### src/rtl/core/i8opa_pkg.sv
// ----------------------------------------------------------------------------
// i8opa_pkg
// Shared types, codes and helpers for the int8 outer product accumulator.
// ----------------------------------------------------------------------------
package i8opa_pkg;

   localparam logic [1:0] KIND_ACC   = 2'd0;
   localparam logic [1:0] KIND_READ  = 2'd1;
   localparam logic [1:0] KIND_CLEAR = 2'd2;

   localparam logic [1:0] OP_ACC   = 2'd0;
   localparam logic [1:0] OP_CLEAR = 2'd1;
   localparam logic [1:0] OP_READ  = 2'd2;

   typedef struct packed {
      logic              valid;
      logic [1:0]        code;
      logic [3:0]        col;
      logic signed [8:0] a_val;
   } cell_op_type;

   function automatic logic signed [8:0] lane_value(input logic [63:0] lo,
                                                    input logic [63:0] hi,
                                                    input logic [5:0]  idx,
                                                    input logic        sgn);
      logic [7:0] byte_v;
      byte_v = 8'h00;
      if (idx < 6'd8) begin
         byte_v = lo[{idx[2:0], 3'b000} +: 8];
      end else if (idx < 6'd16) begin
         byte_v = hi[{idx[2:0], 3'b000} +: 8];
      end
      return {sgn & byte_v[7], byte_v};
   endfunction

endpackage

### src/rtl/core/i8opa_cell.sv
// ----------------------------------------------------------------------------
// i8opa_cell
// One column of the accumulator grid: a local accumulator memory, a byte
// multiplier and a read-modify-write stage, passing each row beat onward.
// ----------------------------------------------------------------------------
module i8opa_cell #(
   parameter int CELL_IDX = 0,
   parameter int DEPTH    = 64,
   parameter int ADDR_W   = 6
) (
   input  logic                    clock,
   input  logic                    reset,
   input  i8opa_pkg::cell_op_type  in_op,
   input  logic [ADDR_W-1:0]       in_addr,
   input  logic signed [8:0]       b_val,
   input  logic [31:0]             res_in,
   output i8opa_pkg::cell_op_type  out_op,
   output logic [ADDR_W-1:0]       out_addr,
   output logic [31:0]             res_out
);

   logic [31:0]            mem [DEPTH];
   i8opa_pkg::cell_op_type pass_ff;
   i8opa_pkg::cell_op_type op2_ff;
   logic [ADDR_W-1:0]      addr1_ff;
   logic [ADDR_W-1:0]      addr2_ff;
   logic [31:0]            rdata_ff;
   logic signed [17:0]     prod_ff;
   logic [31:0]            res_ff;
   logic [31:0]            sum_in;
   logic                   hit_in;

   always_ff @(posedge clock) begin
      if (reset) begin
         pass_ff.valid <= 1'b0;
         op2_ff.valid  <= 1'b0;
      end else begin
         pass_ff <= in_op;
         op2_ff  <= in_op;
      end
   end

   always_ff @(posedge clock) begin
      addr1_ff <= in_addr;
      addr2_ff <= in_addr;
      rdata_ff <= mem[in_addr];
      prod_ff  <= in_op.a_val * b_val;
      res_ff   <= hit_in ? rdata_ff : res_in;
   end

   assign sum_in = rdata_ff + 32'(prod_ff);
   assign hit_in = op2_ff.valid && (op2_ff.code == i8opa_pkg::OP_READ) &&
                   (CELL_IDX < 16) && (op2_ff.col == 4'(CELL_IDX));

   always_ff @(posedge clock) begin
      if (op2_ff.valid && (op2_ff.code == i8opa_pkg::OP_ACC)) begin
         mem[addr2_ff] <= sum_in;
      end else if (op2_ff.valid && (op2_ff.code == i8opa_pkg::OP_CLEAR)) begin
         mem[addr2_ff] <= '0;
      end
   end

   assign out_op   = pass_ff;
   assign out_addr = addr1_ff;
   assign res_out  = res_ff;

endmodule

### config.mk
export PLATFORM = sky130hd
export DESIGN_NAME = i8opa_cell
export DESIGN_NICKNAME = d
export VERILOG_FILES = /design/src/rtl/core/i8opa_pkg.sv /design/src/rtl/core/i8opa_cell.sv
export SDC_FILE = /design/constraint.sdc
export NUM_CORES = 2
export LEC_CHECK = 0
export ABC_AREA = 0
export ABC_CLOCK_PERIOD_IN_PS = 7900
export BUFFER_PORTS_ARGS = -buffer_cell sky130_fd_sc_hd__buf_4
export CELL_PAD_IN_SITES_DETAIL_PLACEMENT = 1
export CELL_PAD_IN_SITES_GLOBAL_PLACEMENT = 1
export CORE_ASPECT_RATIO = 1.75
export CORE_MARGIN = 4
export CORE_UTILIZATION = 43
export DETAILED_ROUTE_END_ITERATION = 12
export GPL_ROUTABILITY_DRIVEN = 0
export GPL_TIMING_DRIVEN = 0
export PLACE_DENSITY_LB_ADDON = 0.1
export SYNTH_ARGS = -nofsm -noshare
export SYNTH_HDL_FRONTEND = slang
export SYNTH_SLANG_ARGS = --single-unit
### constraint.sdc
create_clock -name clock -period 7.9 [get_ports clock]
set_clock_uncertainty 0.05 [all_clocks]
set_input_delay 1.58 -clock clock [delete_from_list [all_inputs] [get_ports clock]]
set_output_delay 1.58 -clock clock [all_outputs]
set_load 0.01 [all_outputs]
After elaboration in Yosys (flattened, before gate mapping):

Memory sizes are Yosys's and may differ from the RTL's. A register that Yosys moved wholly into a read port is not among the register bits.
Index checks and enable logic that the tools add are counted.

* bits of input ports: 65
* memory bits (writable): 2048
* memories: 1
* flip-flop bits (word level): 72
* output and inout bits: 54

Memories
* mem: depth 64, width 32, rd ports 1, clocked after memory_dff 1, wr ports 1, line i8opa_cell.sv:22 `logic [31:0] mem [DEPTH];`

* reductions and logical operators: 6
* muxes and demuxes: 7
* equal/unequal tests: 2
* multiply operators: 1
* add/sub/neg operators: 1
* bitwise operators: 1

Operator list (count)
* $mux W32: 2
* $add A32 B32 Y32: 1
* $mul A9 B9 Y18: 1
* $mux W1: 5
* $logic_and A1 B1 Y1: 4
* $logic_not A4 Y1: 1
* $eq A2 B1 Y1 const B: 1
* $eq A2 B2 Y1 const B: 1
* $logic_not A2 Y1: 1
* $or A1 B1 Y1: 1

Longest topological paths before layout:

* word-level depth: 6
* mapped depth: 20
* gate-level depth less buffers: 19

Worst setup path after synthesis:

No wires, ideal clock.

* path kind: input to register
* start: input b_val[0]
* end: register prod_ff[16]
* arrival: 5.976 ns
* required time: 7.778 ns
* setup time: 0.072 ns
* setup slack: 1.802 ns
* stages: 18
* cells stage by stage: clkbuf_1 > nand2_1 > fa_1 > inv_1 > fa_1 > inv_1 > fa_1 > inv_1 > fa_1 > fa_1 > ha_1 > inv_1 > o31ai_1 > nor4_1 > nor3_1 > a41oi_1 > a211oi_1 > xor2_1

* longest elaborated chain between the ends: 1

Ends and longest elaborated chain
* start: declaration: line i8opa_cell.sv:15 `input logic signed [8:0] b_val,`
* $mul A9 B9 Y18: line i8opa_cell.sv:47 `prod_ff <= in_op.a_val * b_val;`
* end signal: assignment: line i8opa_cell.sv:47
* end: declaration: line i8opa_cell.sv:28 `logic signed [17:0] prod_ff;`

No other way between the ends.
A chain may end at the register's enable or synchronous reset.

Worst setup path after layout:

* start: input in_op[7] (netlist name)
* end: register prod_ff[16]

* longest elaborated chain between the ends: 1

Ends and longest elaborated chain
* start: declaration: line i8opa_cell.sv:13 `input i8opa_pkg::cell_op_type in_op,`
* $mul A9 B9 Y18: line i8opa_cell.sv:47

No other way between the ends.

==> key figures <==
Logic synthesis
  – Post-Synthesis Cells: 3757
  – Share of Yosys cell area claimed by the top area cell type: 0.726
  – Mapped cell area: 0.0853 mm^2
  – Proportion of synthesized flip-flops having asynchronous set or reset: 0
  – Count of synthesis-stage warnings from yosys: 0
  – Synth top area cells: edfxtp_1, mux4_2, dfxtp_1
  – Sequential-to-total area share from yosys stat: 0.747
  – Post-synthesis cell type with the largest combined area: edfxtp_1
  – Most used flip-flop cell after synthesis: edfxtp_1
  – Syn_nets: 3962
  – Number of distinct library cells after synthesis: 49
  – Average cell area after synthesis: 22.7 um^2
  – Post-synthesis register bit count: 2152
  – Number of enable-type register cells in the synthesized netlist: 2063

STA
  – Relative slew margins: 0.0210
  – Setup slack of the critical path after layout: 1.41 ns
  – Total negative setup slack: 0 ns
  – Count of final hold-check violations: 0
  – Clock period minus final worst setup slack: 6.49 ns
  – Fin Hold WS: 0.473 ns
  – Slew Limit Fails: 0
  – RSZ-0062 raised after global routing: false
  – Timing-limited maximum frequency: 154 MHz
  – Final number of setup-violating endpoints: 0
  – Tcrit/Tclk final: 0.821
  – Actual slew at the worst max-slew pin: 1.47 ns

Status
  – Run status: finished, final reports clean

CTS
  – Insertion delay of the later-clocked pin in the worst-skew pair: 0.86 ns
  – # clock sinks: 2152
  – Clock edge transition at the registers on the reported setup and hold paths: 0.07 ns
  – Clock root buffer master: clkbuf_16
  – CTS tree: done
  – Number of buffers added to fix hold violations after cts: 0
  – Post-CTS resize count: 0
  – Cts bufs inserted: 201
  – Bufs on Longest Clock Path: 4
  – H-tree levels: 4
  – Total setup buffers inserted after CTS: 0

Critical path
  – Kind of capture point of the worst setup path: flip-flop
  – Start-to-end type of the worst setup path: input port to flip-flop
  – Required time reported for the critical path endpoint: 8.60 ns
  – R2R Setup Slk: 3.08 ns
  – WP data arrival: 7.19 ns
  – Critical path fanouts, max: 9
  – CP startpoint kind: input port

GRT
  – Maximum number of pins on one net before global-route repair: 49
  – Global-route wire length before repair: 352000 um
  – Final global-route overflow total: 0
  – Number of global-route vias before repair: 44343
  – Number of antenna violations at the first check in global routing: 22
  – Total global-route track usage: 0.249

Hold path
  – Hold/Removal Path Class: flip-flop to flip-flop

Layout
  – Proportion of layout cells with a drive suffix above 1: 0.323
  – Synthesis-to-layout area growth: 16.3%
  – Flip-flop and latch area: 0.0637 mm^2
  – Number of nets in the finished design: 4419
  – Commonest cells after routing, fill and taps aside: edfxtp_1, mux4_2, clkbuf_16, clkbuf_1, buf_4
  – Post-route cell area: 0.0992 mm^2
  – Final Util: 0.502
  – Most common cell after layout, fill and taps aside: edfxtp_1
  – Fill cell instance count of the final layout: 17248
  – Final Instance Count excl. Fillers: 6991
  – Area of the multi-input gates: 0.0211 mm^2

Die
  – Floorplan die width: 345 um
  – Total die area: 0.206 mm^2
  – Die outline height: 597 um
  – Placeable core region: 0.198 mm^2
  – Number of placed I/O pins: 119
  – Starting density of the core: 0.432
  – Number of rows in the core area: 216

Route
  – WL per Instance: 36.2 um
  – Post-route antenna net violation count: 0
  – Number of vias per cell: 5.89
  – Detailed-route wire length: 253000 um
  – Number of remaining DRC errors: 0
  – Via total after detailed routing: 41168
  – First-pass iteration count of the detailed router: 5
  – Initial DRC count: 3952

Power and ir drop
  – Net switching power of the design: 10.6 mW
  – Relative contribution of the clock network to total power: 0.278
  – Logic pwr share: 0.249
  – Post-route total power: 35.1 mW
  – Total leakage power: 31.6 nW
  – Switching part of the total: 0.302
  – Power Density: 354 mW/mm^2
  – Int Power: 24.5 mW
  – Worst IR drop on VDD: 0.000338 V
  – Relative contribution of sequential cells to total power: 0.473

Run
  – Max-cap check violation count: 0

Placement
  – Port bufs: 114
  – Placement Cell Area: 0.0927 mm^2
  – Count of placed standard cells including taps: 6626
  – Setup slack after placement: 0.437 ns
  – DP HPWL: 176000 um
[Yosys cell counts (13+ instances only)]
library cell	number
inv_1	85
edfxtp_1	2063
nor2_1	108
mux4_2	666
and2_1	37
dfxtp_1	89
nor3_1	20
fa_1	71
xnor2_1	21
clkbuf_1	115
nand2_1	79
buf_1	13
a21oi_1	34
nor2b_1	15
ha_1	69
xor2_1	15
mux2_2	39
o21ai_0	29
buf_2	51
[worst max-delay path, stage by stage]
cell,delay [ns]
buf_4,0.09
clkbuf_1,0.54
nand2_1,0.17
fa_1,0.58
inv_1,0.06
fa_1,0.50
inv_1,0.06
fa_1,0.54
inv_1,0.05
fa_1,0.40
fa_1,0.49
ha_1,0.35
inv_1,0.07
o31ai_1,0.38
nor4_1,0.09
nor3_1,0.32
a41oi_1,0.28
a211oi_1,0.38
xor2_1,0.24
[worst paths after layout]
check / startpoint / end / cells after the start
setup / recovery: in_op[7] / prod_ff[16] / 19
hold / removal: rdata_ff[28] / res_out[28] / 1
setup reg to reg: op2_ff[15] / mem[48][12] / 8
hold reg to reg: rdata_ff[28] / res_out[28] / 1
[registers in the layout, summed over array words and instances (netlist names)]
| signal | flops |
|---|---|
| op2_ff | 7 |
| addr2_ff | 6 |
| mem | 2048 |
| prod_ff | 18 |
| rdata_ff | 32 |
| out_op | 9 |
| res_out | 32 |
[power by group through the flow]
stage	clock network, mW	registers [mW]	logic [mW]
final	9.74	16.6	8.75
after global routing	10.4	16.6	9.46
after CTS	9.93	16.6	8.93
after detailed placement	0	16.8	8.94
after global placement	0	17.5	6.95
after floorplan	0	17.1	3.89
[cell families (layout without fill, tap and decap cells)]
| kind of cell | Yosys count | in the layout | share of synthesized area |
|---|---|---|---|
| DFF | 2152 | 2152 | 0.747 |
| muxes | 715 | 715 | 0.182 |
| and+or+nand+nor | 322 | 322 | 0.0181 |
| buffers and inverters | 271 | 880 | 0.0132 |
| adders and majority gates | 140 | 140 | 0.0268 |
| AOI/OAI and AO/OA | 121 | 121 | 0.00886 |
| xor gates and xnor gates | 36 | 36 | 0.00370 |
| other | 0 | 9 | 0 |
[metal layers]
layer  up-vias  share of wire  wire, um  track usage
li1      16648              -         -            -
met1     22755           0.35     88600        0.296
met2      1398           0.56    141000        0.464
met3       367          0.053     13500       0.0304
met4         0          0.041     10400       0.0866
met5         -              0         0            0
[area by class of cell]
cell class	count	area share
sequential	2152	0.643
multi-input combinational	1334	0.213
clock buffer	267	0.0558
timing repair buffer	254	0.0343
tap	2616	0.0330
clock inverter	88	0.00926
buffer	186	0.00814
inverter	85	0.00322
antenna	9	0.000227
Note: power is estimated with default switching activity, not from simulation.
